File: config.mk
export PLATFORM = sky130hd
export DESIGN_NAME = half_float_convert_unit
export DESIGN_NICKNAME = d
export VERILOG_FILES = /design/src/sv/hfc_pkg.sv /design/src/sv/hfc_datapath.sv /design/src/sv/half_float_convert_unit.sv
export SDC_FILE = /design/constraint.sdc
export NUM_CORES = 1
export LEC_CHECK = 0
export BUFFER_PORTS_ARGS = -buffer_cell sky130_fd_sc_hd__buf_2
export CORE_ASPECT_RATIO = 0.8
export CORE_UTILIZATION = 51
export CTS_CLUSTER_SIZE = 16
export DETAILED_ROUTE_END_ITERATION = 8
export MAX_ROUTING_LAYER = met4
export PLACE_DENSITY = 0.84
export SETUP_SLACK_MARGIN = 0.15
export SKIP_CTS_REPAIR_TIMING = 1
export SLEW_MARGIN = 20
export SYNTH_ARGS = -nofsm -noshare
export SYNTH_HDL_FRONTEND = slang
export SYNTH_SLANG_ARGS = --single-unit
File: constraint.sdc
create_clock -name clock -period 3.9 [get_ports clock]
set_input_delay 0.975 -clock clock [delete_from_list [all_inputs] [get_ports clock]]
set_output_delay 0.975 -clock clock [all_outputs]
set_load 0.05 [all_outputs]
File: src/sv/hfc_pkg.sv
// Shared types, codes and conversion functions of the half float converter.
// Depends on nothing; imported by the datapath, the top level and the testbench.
package hfc_pkg;

   localparam logic [1:0] FUNC_S2H = 2'd0;
   localparam logic [1:0] FUNC_H2S = 2'd1;
   localparam logic [1:0] FUNC_CMP = 2'd2;

   // Input word, from the request port.
   typedef struct packed {
      logic [15:0] operand_b;
      logic [31:0] operand_a;
      logic [1:0]  func;
   } req_type;

   // Result word toward the response port.
   typedef struct packed {
      logic              is_negative;
      logic              is_zero_value;
      logic              is_subnormal;
      logic              is_infinite;
      logic              is_nan;
      logic signed [16:0] compare_diff;
      logic [31:0]       converted;
   } rsp_type;

   // Single precision to half precision, truncating.
   function automatic logic [15:0] single_to_half(input logic [31:0] n);
      logic        sgn;
      logic [7:0]  e;
      logic [22:0] f;
      logic [23:0] m;
      logic [3:0]  sh;
      logic [15:0] h;
      sgn = n[31];
      e   = n[30:23];
      f   = n[22:0];
      m   = {1'b1, f};
      sh  = 4'(8'd113 - e);
      if (e >= 8'd143) begin
         if (e == 8'hff && f != '0) begin
            h = {sgn, 5'h1f, (f[22:13] == '0) ? 10'd1 : f[22:13]};
         end else begin
            h = {sgn, 5'h1f, 10'd0};
         end
      end else if (e <= 8'd112) begin
         if (e < 8'd102) begin
            h = {sgn, 15'd0};
         end else begin
            m = m >> sh;
            h = {sgn, 5'd0, m[22:13]};
         end
      end else begin
         h = {sgn, 5'(e - 8'd112), f[22:13]};
      end
      return h;
   endfunction

   // Half precision to single precision, normalizing subnormals.
   function automatic logic [31:0] half_to_single(input logic [15:0] h);
      logic [4:0]  e;
      logic [9:0]  f;
      logic [7:0]  eo;
      logic [22:0] fo;
      logic [3:0]  lz;
      logic [9:0]  fs;
      e  = h[14:10];
      f  = h[9:0];
      lz = 4'd0;
      for (int i = 0; i < 10; i++) begin
         if (f[i]) lz = 4'(9 - i);
      end
      fs = f << (lz + 4'd1);
      if (e == 5'd0) begin
         if (f != '0) begin
            eo = 8'(8'd113 - {4'd0, lz} - 8'd1);
            fo = {fs, 13'd0};
         end else begin
            eo = 8'd0;
            fo = '0;
         end
      end else if (e == 5'h1f) begin
         eo = 8'hff;
         fo = (f != '0) ? {f, 13'h1fff} : 23'd0;
      end else begin
         eo = {3'd0, e} + 8'h70;
         fo = {f, 13'd0};
      end
      return {h[15], eo, fo};
   endfunction

endpackage

File: src/sv/hfc_datapath.sv
// Combinational conversion, compare and classification of one word.
// Depends on hfc_pkg.
module hfc_datapath (
   input  hfc_pkg::req_type req,
   output hfc_pkg::rsp_type rsp
);
   import hfc_pkg::*;

   logic [15:0]        h_s2h;
   logic [15:0]        h_cls;
   logic signed [16:0] mag_a;
   logic signed [16:0] mag_b;

   assign h_s2h = single_to_half(req.operand_a);
   assign mag_a = req.operand_a[15] ? -$signed({2'b0, req.operand_a[14:0]})
                                    : $signed({2'b0, req.operand_a[14:0]});
   assign mag_b = req.operand_b[15] ? -$signed({2'b0, req.operand_b[14:0]})
                                    : $signed({2'b0, req.operand_b[14:0]});
   assign h_cls = (req.func == FUNC_S2H) ? h_s2h : req.operand_a[15:0];

   // Select the result by function code; an unused code yields all zeros.
   always_comb begin
      rsp = '0;
      if (req.func == FUNC_S2H || req.func == FUNC_H2S || req.func == FUNC_CMP) begin
         rsp.is_nan        = (h_cls[14:10] == 5'h1f) && (h_cls[9:0] != '0);
         rsp.is_infinite   = (h_cls[14:10] == 5'h1f) && (h_cls[9:0] == '0);
         rsp.is_subnormal  = (h_cls[14:10] == 5'd0) && (h_cls[9:0] != '0);
         rsp.is_zero_value = (h_cls[14:0] == '0);
         rsp.is_negative   = h_cls[15];
      end
      case (req.func)
         FUNC_S2H: rsp.converted    = {16'd0, h_s2h};
         FUNC_H2S: rsp.converted    = half_to_single(req.operand_a[15:0]);
         FUNC_CMP: rsp.compare_diff = mag_a - mag_b;
         default:  rsp.converted    = '0;
      endcase
   end
endmodule

File: src/sv/half_float_convert_unit.sv
// Top level of the half float converter: input register, datapath, output register.
// Depends on hfc_pkg and hfc_datapath.
//
// Usage: a request word (func, operand_a, operand_b) enters on the req_
// stream; one response word per request leaves on the rsp_ stream.
// There is one input register, the conversion logic, then an output register
// that drives rsp_tvalid; a request enters the input register when accepted.
// Throughput is one word per cycle while the receiver keeps rsp_tready high,
// set by the single pass through the datapath.
// req_tready stays high while the output register is free or being drained;
// when the receiver stalls, the result holds in the output register and
// the input register holds one more word, after which req_tready drops.
// Reset clears both valid flags; no words are in flight after it.
// func 3 returns a word with every field zero.
module half_float_convert_unit (
   input  logic        clock,
   input  logic        reset,
   input  logic        req_tvalid,
   output logic        req_tready,
   // [1:0] func, [33:2] operand_a, [49:34] operand_b, [55:50] zero
   input  logic [55:0] req_tdata,
   output logic        rsp_tvalid,
   input  logic        rsp_tready,
   // [31:0] converted, [48:32] compare_diff, [49] is_nan, [50] is_infinite,
   // [51] is_subnormal, [52] is_zero_value, [53] is_negative, [55:54] zero
   output logic [55:0] rsp_tdata
);
   import hfc_pkg::*;

   logic    in_vld_ff, in_vld_in;
   req_type in_ff, in_in;
   logic    out_vld_ff, out_vld_in;
   rsp_type out_ff, out_in;
   rsp_type dp_rsp;
   logic    out_free;
   logic    move;

   hfc_datapath u_dp (.req(in_ff), .rsp(dp_rsp));

   // Handshake: the stage advances when the output register can take a word.
   assign out_free   = !out_vld_ff || rsp_tready;
   assign move       = in_vld_ff && out_free;
   assign req_tready = !in_vld_ff || out_free;
   assign in_vld_in  = (req_tvalid && req_tready) || (in_vld_ff && !out_free);
   assign in_in      = (req_tvalid && req_tready) ? req_type'(req_tdata[49:0]) : in_ff;
   assign out_vld_in = move || (out_vld_ff && !rsp_tready);
   assign out_in     = move ? dp_rsp : out_ff;

   always_ff @(posedge clock) begin
      if (reset) begin
         in_vld_ff  <= 1'b0;
         out_vld_ff <= 1'b0;
      end else begin
         in_vld_ff  <= in_vld_in;
         out_vld_ff <= out_vld_in;
      end
   end

   always_ff @(posedge clock) begin
      in_ff  <= in_in;
      out_ff <= out_in;
   end

   assign rsp_tvalid = out_vld_ff;
   assign rsp_tdata  = {2'b0, out_ff};
endmodule

# After elaboration in Yosys (flattened, before gate mapping)
# Cells that the tools add are included.
# classes
n_addsub	9
order_cmp	3
n_eq_ne	5
shifts	2
muxes	27
n_reduce_logical	27
# ops
op	n
$mux W23	4
$pmux W32 S2	1
$mux W4	11
$mux W17	2
$neg A15 Y17	2
$mux W10	3
$mux W15	2
$mux W8	3
$shr A24 B4 Y23	1
$reduce_bool A23 Y1	1
$logic_not A10 Y1	2
$reduce_bool A10 Y1	2
$sub A17 B17 Y17	1
$mux W16	1
$logic_not A15 Y1	1
$eq A5 B5 Y1 const B	2
$logic_not A5 Y1	2
$shl A10 B4 Y10	1
$add A5 B7 Y8 const B	1
$eq A8 B8 Y1 const B	1
$ge A8 B8 Y1 const B	1
$le A8 B7 Y1 const B	1
$logic_and A1 B1 Y1	8
$lt A8 B7 Y1 const B	1
other kinds (10)	18
# word_totals
register_bits	106
inputBits	60
output_inout_bits	58
word_cells	85

# Longest topological paths before layout
# Gate-level depths: netlist (run 1).
# logic_depth
word_depth	16
depth_mapped	16
mapped_depth_nobuf	15

# Modules after synthesis
# A second synthesis (run 1) with hierarchy kept.
# hier_totals
hier_cells	639
hier_area_um2	6722.7
# by_module_without_submodules
module	instances	cells_per_inst	area_each_um2	seq_area_each_um2
hfc_datapath	1	522	3477.1	0.0
half_float_convert_unit	1	117	3245.6	3163.0

# Worst setup path before layout (run 1)
# Ideal clock, no wire load.
# synth_path
path_kind	in2reg
start	in rsp_tready
end	reg out_ff, in the netlist rsp_tdata[0], enable pin
setup_ns	0.470
arrival_ns	3.417
required_time_ns	3.430
setup_slack_ns	0.013
stages	2
n_path_buf	0
cell_sequence	nor2b_1 -> nor2b_1
# synth_between
elab_chain_len	2
# synth_rtl
element	line_no	rtl
start: declaration	half_float_convert_unit.sv:23	input logic rsp_tready,
$logic_or A1 B1 Y1	half_float_convert_unit.sv:41	assign out_free = !out_vld_ff || rsp_tready;
$logic_and A1 B1 Y1	half_float_convert_unit.sv:42	assign move = in_vld_ff && out_free;
net move	half_float_convert_unit.sv:36	logic move;
end signal: assignment	half_float_convert_unit.sv:61	out_ff <= out_in;
end: declaration	half_float_convert_unit.sv:33	rsp_type out_ff, out_in;
# The timed path passes the listed nets, and every way through them passes these cells.
# A chain may end at the register's enable or synchronous reset.

# Final worst setup path (run 1)
# layout_path
start	reg in_ff[38] in the netlist's numbering
end	reg out_ff, in the netlist rsp_tdata[48] (data pin)
# layout_between
elab_chain_len	3
# layout_rtl
element	line_no	rtl
start: declaration	half_float_convert_unit.sv:31	req_type in_ff, in_in;
start signal: assignment	half_float_convert_unit.sv:60	in_ff <= in_in;
$neg A15 Y17	hfc_datapath.sv:17	assign mag_b = req.operand_b[15] ? -$signed({2'b0, req.operand_b[14:0]})
$mux W17 (*)	hfc_datapath.sv:17	
$sub A17 B17 Y17 (*)	hfc_datapath.sv:34	FUNC_CMP: rsp.compare_diff = mag_a - mag_b;
# Mark *: on every way between the ends. The rest lies on a longest branch, timed or not.

==> results_dict.tcl, run 1 <==
set metrics [dict create \
    p_sw_mw 0.9504 \
    max-vdd-ir-drop_mv 0.2892 \
    powerDensity_nw_per_um2 400.7 \
    setup_violations 0 \
    internal_power_mw 2.104 \
    core_area_um2 12300 \
    synth.ff_latch_count 105 \
    cp_max_fo 4 \
    synth_ff_type "edfxtp_1" \
    cts_sinks 105 \
    first_iter_violations 516 \
    ant_nets 0 \
    cp-startpoint "in_ff[38]$_DFFE_PP_" \
    rrSetupSlack_ns 0.25 \
    p_leak_nw 2.939 \
    layout.area.seq_um2 3133 \
    die-area_um2 13200 \
    r2r_cells 11 \
    worst_pin_slew_ns 0.7949 \
    fillCellCount 981 \
    min_from "in_vld_ff$_SDFF_PP0_" \
    clk_pin_slew_ns 0.07 \
    grt_pass1_wl_mm 24.25 \
    h-tree-depth 3 \
    pwr-share-comb_pct 24.0 \
    seqPwrFrac_pct 45.3 \
    async_flop_share_pct 0 \
    drv_slew 0 \
    port_buffers 109 \
    synth_area_um2 6499 \
    holdCritPathClass "flop to flop" \
    drive_above_1_share_pct 26.14 \
    dp_hpwl_mm 11.77 \
    viasPerCell 5.898 \
    cp_data_arrival_time_ns 3.73 \
    fin_skew_ns 0.008904 \
    drc_errors 0 \
    grt_max_degree 54 \
    crit_required_ns 3.98 \
    avgSynthCellArea_um2 10.65 \
    nNetsFinal 802 \
    fmax_mhz 273.8 \
    synth_top_cell_area_share_pct 47.59 \
    reg2reg_to "rsp_tdata[48]$_SDFFCE_PP0P_" \
    synth_area_leaders "edfxtp_1 (48%), ha_1 (4.4%), nor2_1 (3.4%)" \
    slew_headroom_pct 47.01 \
    grt_overflow_total 0 \
    multiInputGateArea_um2 3189 \
    setup.worst_path.end "rsp_tdata[48]$_SDFFCE_PP0P_" \
    rsz0062_at_grt "false" \
    end_kind "flop" \
    synth_top_area_cell "edfxtp_1" \
    rows 36 \
    hold_violations 0 \
    wire_per_inst_um 17.41 \
    tritoncts "done" \
    p_sw_share_pct 31.12 \
    gp_congestion 0.9038 \
    r2r_start "in_ff[38]$_DFFE_PP_" \
    cts-root-buf "clkbuf_16" \
    post-route-period-util_pct 93.64 \
    crit_type "flop to flop" \
    track_usage_pct 24.90 \
    status "finished clean" \
    antenna_found_initial 1 \
    die_height_um 103.0 \
    syn_inst 610 \
    insertion_delay_ns 0.36 \
    vias 5279 \
    die_w_um 128.2 \
    seq_area_frac_synth_pct 48.21 \
    synth_warnings 0 \
    drt-total-wl_mm 15.58 \
    synth_edf_count 103 \
    pin_count 118 \
    netlist-cell-type-count 69 \
    dpl.cell_count 868 \
    clockBufferDepth 2 \
    fin_cells 895 \
    period_needed_ns 3.652 \
    area_growth_pct 17.29 \
    grt_pass1_vias 4837 \
    start_util_pct 52.85 \
    firstDrtPassIters 5 \
    final_common_cell "buf_2" \
    cap_violations 0 \
    cp-start-kind "flop" \
    p_clk_share_pct 30.7 \
    hold_ws_ns 0.5416 \
    fin_setup_tns_ns 0 \
    final_cell_mix "buf_2 (109), edfxtp_1 (103), nor2_1 (59), nand2_1 (57), o21ai_0 (38)" \
    numCtsBuffers 9 \
]
## worst min path at each step
stage                     cells past startpoint  slack [ns]               endpoint
final                                         2        0.54  rsp_tvalid$_SDFF_PP0_
after floorplan                               2        0.48  rsp_tvalid$_SDFF_PP0_
after CTS                                     2        0.54  rsp_tvalid$_SDFF_PP0_
after detailed placement                      2        0.52  rsp_tvalid$_SDFF_PP0_
after global routing                          2        0.57  rsp_tvalid$_SDFF_PP0_
after global placement                        2        0.50  rsp_tvalid$_SDFF_PP0_
## cells by family (layout without fill, tap and decap cells)
family | count (synthesis) | after routing | share of synthesized area (%)
compound gates | 145 | 145 | 15.00
xor+xnor | 41 | 41 | 5.641
fa+ha+maj | 24 | 24 | 4.736
buf+inv | 53 | 165 | 3.735
flops | 105 | 105 | 48.21
mux | 26 | 26 | 5.718
other cells | 1 | 3 | 0.05770
simple gates | 215 | 215 | 16.90
## state kept, by name, indices dropped and copies added, names as in the netlist
| signal | count |
|---|---|
| rsp_tvalid | 1 |
| rsp_tdata | 53 |
| in_ff | 50 |
| in_vld_ff | 1 |
## cell usage after synthesis (all sizes together), types with 16 or more instances
library cell,number
edfxtp,103
nor2,59
nand2,57
o21ai,39
a21oi,29
ha,23
xnor2,21
xor2,20
inv,19
nor3,19
buf,18
nor2b,17
clkbuf,16
## metal layers
layer,wire length [µm],up-vias,track usage [%],share of wire [%]
met1,7264,2476,35.10,47
met2,6755,289,35.43,43
met5,0,-,-,0
met3,1327,25,5.760,8.5
li1,-,2489,-,-
met4,231,0,7.964,1.5
## per-stage QoR
step	setup slack [ns]	util (%)	cell area [µm²]	total power, mW
2_1_floorplan	0.4939	-	6505	1.934
4_1_cts	0.04857	60.92	7491	3.039
3_5_place_dp	0.06435	58.40	7182	2.110
6_report	0.2481	61.99	7622	3.054
3_3_place_gp	0.2475	58.40	7182	2.085
5_1_grt	0.1389	61.99	7622	3.181
## cell type report
cell class | instances | share of cell area (%)
clock inverter | 7 | 1.100
timing repair buffer | 130 | 9.225
antenna | 1 | 0.03283
tap | 171 | 2.807
inverter | 19 | 0.9357
clock buffer | 9 | 2.955
sequential | 105 | 41.10
multi-input combinational | 453 | 41.84
## power groups by stage
stage                     sequential (mW)  combinational [mW]  clock, mW
after global placement               1.40               0.682          0
after floorplan                      1.49               0.442          0
final                                1.38               0.733      0.937
after CTS                            1.38               0.705      0.951
after detailed placement             1.41               0.701          0
after global routing                 1.39               0.794      0.996
## critical path: stages, from the launching register on
cell and delay [ns]:
edfxtp_1 0.43, or4_4 0.55, or4_1 0.50, o31ai_2 0.23
xor2_1 0.24, ha_1 0.32, o21a_1 0.24, and2_1 0.18
a22o_1 0.23, o31ai_2 0.24, xnor2_1 0.15, nor2_1 0.06
Power figures use the tool's default switching activity.
==> inputs of run 2 (changes only) <==
==> constraint.sdc (replaced) <==
create_clock -name clock -period 3.9 [get_ports clock]
set_input_delay 0.39 -clock clock [delete_from_list [all_inputs] [get_ports clock]]
set_output_delay 0.39 -clock clock [all_outputs]
set_load 0.05 [all_outputs]
==> results_dict.tcl, run 2 (same netlist as run 1, synthesis figures left out) <==
set metrics [dict create \
    cts_sinks 105 \
    p_clk_share_pct 29.9 \
    setup_violations 0 \
    drv_slew 0 \
    max_stage_delay_ns 0.59 \
    post-route-period-util_pct 93.91 \
    hold_violations 0 \
    wire_per_inst_um 17.60 \
    fin_setup_tns_ns 0 \
    clockBufferDepth 2 \
    h-tree-depth 3 \
    pwr-share-comb_pct 23.8 \
    crit_required_ns 3.99 \
    fin_skew_ns 0.01178 \
    r2r_cells 11 \
    seqPwrFrac_pct 46.3 \
    grt_max_degree 51 \
    grt_overflow_total 0 \
    track_usage_pct 25.39 \
    die-area_um2 13200 \
    largest_register_ffs 53 \
    cp-startpoint "in_ff[38]$_DFFE_PP_" \
    end_kind "flop" \
    slowest_stage "or4_1" \
    status "finished clean" \
    cts-root-buf "clkbuf_16" \
    layout.area.seq_um2 3133 \
    r2r_start "in_ff[38]$_DFFE_PP_" \
    final_area_um2 7506 \
    cap_violations 0 \
    p_leak_nw 2.878 \
    insertion_delay_ns 0.36 \
    dpl_cell_area_um2 7159 \
    drt-total-wl_mm 15.56 \
    clk_pin_slew_ns 0.07 \
    min_from "reset" \
    grt_pass1_vias 4796 \
    hold_end "in_vld_ff$_SDFF_PP0_" \
    firstDrtPassIters 5 \
    final_cell_mix "buf_2 (109), edfxtp_1 (103), nor2_1 (59), nand2_1 (57), o21ai_0 (38)" \
    worst_pin_slew_ns 0.8560 \
    period_needed_ns 3.663 \
    rows 36 \
    p_sw_mw 0.9150 \
    cp_num_buf_inv 0 \
    internal_power_mw 2.082 \
    multiInputGateArea_um2 3166 \
    nNetsFinal 792 \
    cp_data_arrival_time_ns 3.75 \
    crit_family "simple AND/OR/NAND/NOR gates" \
    gp_congestion 0.9189 \
    ant_nets 0 \
    rrSetupSlack_ns 0.24 \
    antenna_found_initial 0 \
    hold_path_depth 2 \
    antenna_cells 0 \
    area_growth_pct 15.50 \
    crit_type "flop to flop" \
    cp_cell_sequence "or4_1 > or4_4 > o41ai_2 > xor2_1 > ha_1 > o21a_1 > and2_1 > a22o_1 > o31ai_1 > xnor2_1 > nor2_1" \
    die_w_um 128.2 \
    start_util_pct 52.85 \
    drc_errors 0 \
    slew_headroom_pct 42.82 \
    max-vdd-ir-drop_mv 0.3450 \
    tritoncts "done" \
    drive_above_1_share_pct 24.54 \
    dp_hpwl_mm 11.83 \
    fmax_mhz 273.0 \
    die_height_um 103.0 \
    holdCritPathClass "input port to flop" \
    vias 5115 \
    viasPerCell 5.786 \
    rsz0062_at_grt "true" \
    pin_count 118 \
    numCtsBuffers 9 \
    cp-start-kind "flop" \
    port_buffers 109 \
    grt_pass1_wl_mm 24.60 \
    reg2reg_to "rsp_tdata[48]$_SDFFCE_PP0P_" \
    final_common_cell "buf_2" \
    powerDensity_nw_per_um2 399.3 \
    first_iter_violations 589 \
    cp_max_fo 4 \
    p_sw_share_pct 30.53 \
    core_area_um2 12300 \
    fillCellCount 1039 \
]
==> run 2: cell types whose count changed in the layout (fill, tap and decap cells not counted), sizes merged <==
cell,delta
clkinv,+2
clkinvlp,-1
clkbuf,+1
diode,-1
inv,-2
buf,-10
==> run 2: worst max path at each step <==
stage	end	cells after the start
6_report	rsp_tdata[48]$_SDFFCE_PP0P_	11
5_1_grt	rsp_tdata[42]$_SDFFCE_PP0P_	12
4_1_cts	rsp_tdata[48]$_SDFFCE_PP0P_	11
3_5_place_dp	rsp_tdata[48]$_SDFFCE_PP0P_	11
3_3_place_gp	rsp_tdata[48]$_SDFFCE_PP0P_	11
2_1_floorplan	rsp_tdata[0]$_DFFE_PP_	2
==> run 2: power by group through the flow <==
| stage | clock network, mW | registers [mW] | logic, mW |
|---|---|---|---|
| 2_1_floorplan | 0 | 1.49 | 0.442 |
| 3_3_place_gp | 0 | 1.41 | 0.674 |
| 3_5_place_dp | 0 | 1.41 | 0.693 |
| 4_1_cts | 0.910 | 1.39 | 0.697 |
| 5_1_grt | 0.952 | 1.39 | 0.775 |
| 6_report | 0.896 | 1.39 | 0.714 |
==> run 2: layout make-up <==
class                   count  share of cell area, %
clock buffers              10                  3.051
multi-input cells         453                  42.17
clock inverters             6                 0.8668
repair buffers            120                  8.368
inverters                  19                 0.9502
well taps                 171                  2.850
flip-flops and latches    105                  41.74
==> run 2: metal layers <==
metal	vias to the layer above	GRT usage [%]	routed length (µm)
met5	-	-	0
met4	0	8.507	271
met3	26	5.501	1334
met2	245	34.97	6679
met1	2375	36.79	7277
li1	2469	-	-
==> run 2: metrics by stage <==
| stage | power [mW] | instances | hold slack [ns] | utilization, % | worst slack (ns) |
|---|---|---|---|---|---|
| 4_1_cts | 2.994 | 881 | 0.1937 | 60.61 | 0.1757 |
| 3_3_place_gp | 2.080 | 865 | 0.5020 | 58.22 | 0.2499 |
| 6_report | 2.997 | 884 | 0.1982 | 61.04 | 0.2375 |
| 3_5_place_dp | 2.105 | 865 | 0.5305 | 58.22 | 0.1870 |
| 2_1_floorplan | 1.935 | 611 | 0.4624 | - | 0.3495 |
| 5_1_grt | 3.121 | 884 | 0.1918 | 61.04 | 0.1021 |
==> inputs of run 3 (changes only) <==
--- a/config.mk
+++ b/config.mk
@@ -10,7 +10,6 @@
 export CORE_UTILIZATION = 51
 export CTS_CLUSTER_SIZE = 16
 export DETAILED_ROUTE_END_ITERATION = 8
-export MAX_ROUTING_LAYER = met4
 export PLACE_DENSITY = 0.84
 export SETUP_SLACK_MARGIN = 0.15
 export SKIP_CTS_REPAIR_TIMING = 1
==> results_dict.tcl, run 3 (same netlist as run 1, synthesis figures left out) <==
set metrics [dict create \
    status "finished clean" \
    crit_type "flop to flop" \
    slowest_stage "or4_1" \
    period_needed_ns 3.725 \
    cp_num_cells 11 \
    numCtsBuffers 9 \
    hold_path_depth 2 \
    clockBufferDepth 2 \
    grt_pass1_vias 4782 \
    die-area_um2 13200 \
    rrSetupSlack_ns 0.18 \
    post-route-period-util_pct 95.51 \
    cts-root-buf "clkbuf_16" \
    drv_slew 0 \
    fin_util_pct 61.17 \
    fillCellCount 1015 \
    dpl_cell_area_um2 7159 \
    track_usage_pct 24.15 \
    area_growth_pct 15.75 \
    cp_cell_sequence "or4_1 > or4_4 > o41ai_2 > xor2_1 > ha_1 > o21a_1 > and2_1 > a22o_1 > o31ai_1 > xnor2_1 > nor2_1" \
    final_common_cell "buf_2" \
    powerDensity_nw_per_um2 399.2 \
    final_cell_mix "buf_2 (109), edfxtp_1 (103), nor2_1 (59), nand2_1 (57), o21ai_0 (37)" \
    port_buffers 109 \
    viasPerCell 5.790 \
    dp_hpwl_mm 11.74 \
    crit_required_ns 3.98 \
    cp_data_arrival_time_ns 3.80 \
    hold_violations 0 \
    cts_sinks 105 \
    rows 36 \
    fin_skew_ns 0.01007 \
    nNetsFinal 793 \
    firstDrtPassIters 5 \
    first_iter_violations 475 \
    cap_violations 0 \
    fmax_mhz 268.5 \
    wire_per_inst_um 17.52 \
    cp-start-kind "flop" \
    crit_family "simple AND/OR/NAND/NOR gates" \
    cp_max_fo 4 \
    drive_above_1_share_pct 24.65 \
    end_kind "flop" \
    tritoncts "done" \
    holdCritPathClass "input port to flop" \
    fin_setup_tns_ns 0 \
    fin_total_pwr_mw 3.003 \
    max_stage_delay_ns 0.60 \
    h-tree-depth 3 \
    clk_pin_slew_ns 0.07 \
    setup_violations 0 \
    largest_register_ffs 53 \
    max-vdd-ir-drop_mv 0.2985 \
    start_util_pct 52.85 \
    die_w_um 128.2 \
    dpl.cell_count 865 \
    insertion_delay_ns 0.35 \
    grt_overflow_total 0 \
    die_height_um 103.0 \
    slew_headroom_pct 44.42 \
    gp_congestion 0.8891 \
    ant_nets 0 \
    antenna_found_initial 0 \
    vias 5130 \
    core_area_um2 12300 \
    rsz0062_at_grt "true" \
    p_leak_nw 2.877 \
    worst_pin_slew_ns 0.8320 \
    drc_errors 0 \
    r2r_cells 11 \
    fin_cells 886 \
    cp_num_buf_inv 0 \
    grt_pass1_wl_mm 24.40 \
    grt_max_degree 51 \
    pin_count 118 \
    final_area_um2 7522 \
    drt-total-wl_mm 15.53 \
]
run 3: layer usage:
layer,track usage [%],wire length (µm)
met1,35.38,7312
met2,35.30,6772
met3,5.345,1200
met4,8.326,242
met5,0,0
run 3: per-stage QoR:
stage	worst slack [ns]	hold WS [ns]
after global placement	0.2557	0.5021
after global routing	0.06357	0.1930
after detailed placement	0.1543	0.5395
after CTS	0.1381	0.1962
final	0.1752	0.2045
after floorplan	0.3495	0.4624
run 3: worst reg2reg max path, delay by kind of cell (launching register included):
kind / cells / cell delay [ns]
fa+ha+maj: 1 / 0.31
simple gates: 4 / 1.38
compound gates: 4 / 0.92
flops: 1 / 0.42
xor+xnor: 2 / 0.44
run 3: worst paths after layout:
| path | from | endpoint |
|---|---|---|
| worst max-delay path | in_ff[38]$_DFFE_PP_ | rsp_tdata[48]$_SDFFCE_PP0P_ |
| worst min-delay path | reset | in_vld_ff$_SDFF_PP0_ |
| worst max register to register | in_ff[38]$_DFFE_PP_ | rsp_tdata[48]$_SDFFCE_PP0P_ |
| worst min register to register | in_vld_ff$_SDFF_PP0_ | rsp_tvalid$_SDFF_PP0_ |
run 3: report_power, final:
group	switching [mW]	internal (mW)
Combinational	0.453	0.262
Sequential	0.0673	1.32
Clock	0.397	0.504
Total	0.917	2.09
run 3: area by class of cell:
type | count | area [µm²] | area share, %
clock inverters | 5 | 65.06 | 0.8649
repair buffers | 121 | 635.6 | 8.450
clock buffers | 11 | 232.7 | 3.094
multi-input cells | 453 | 3168 | 42.12
inverters | 19 | 71.32 | 0.9481
well taps | 171 | 214.0 | 2.844
diodes | 1 | 2.502 | 0.03327
flip-flops and latches | 105 | 3133 | 41.65
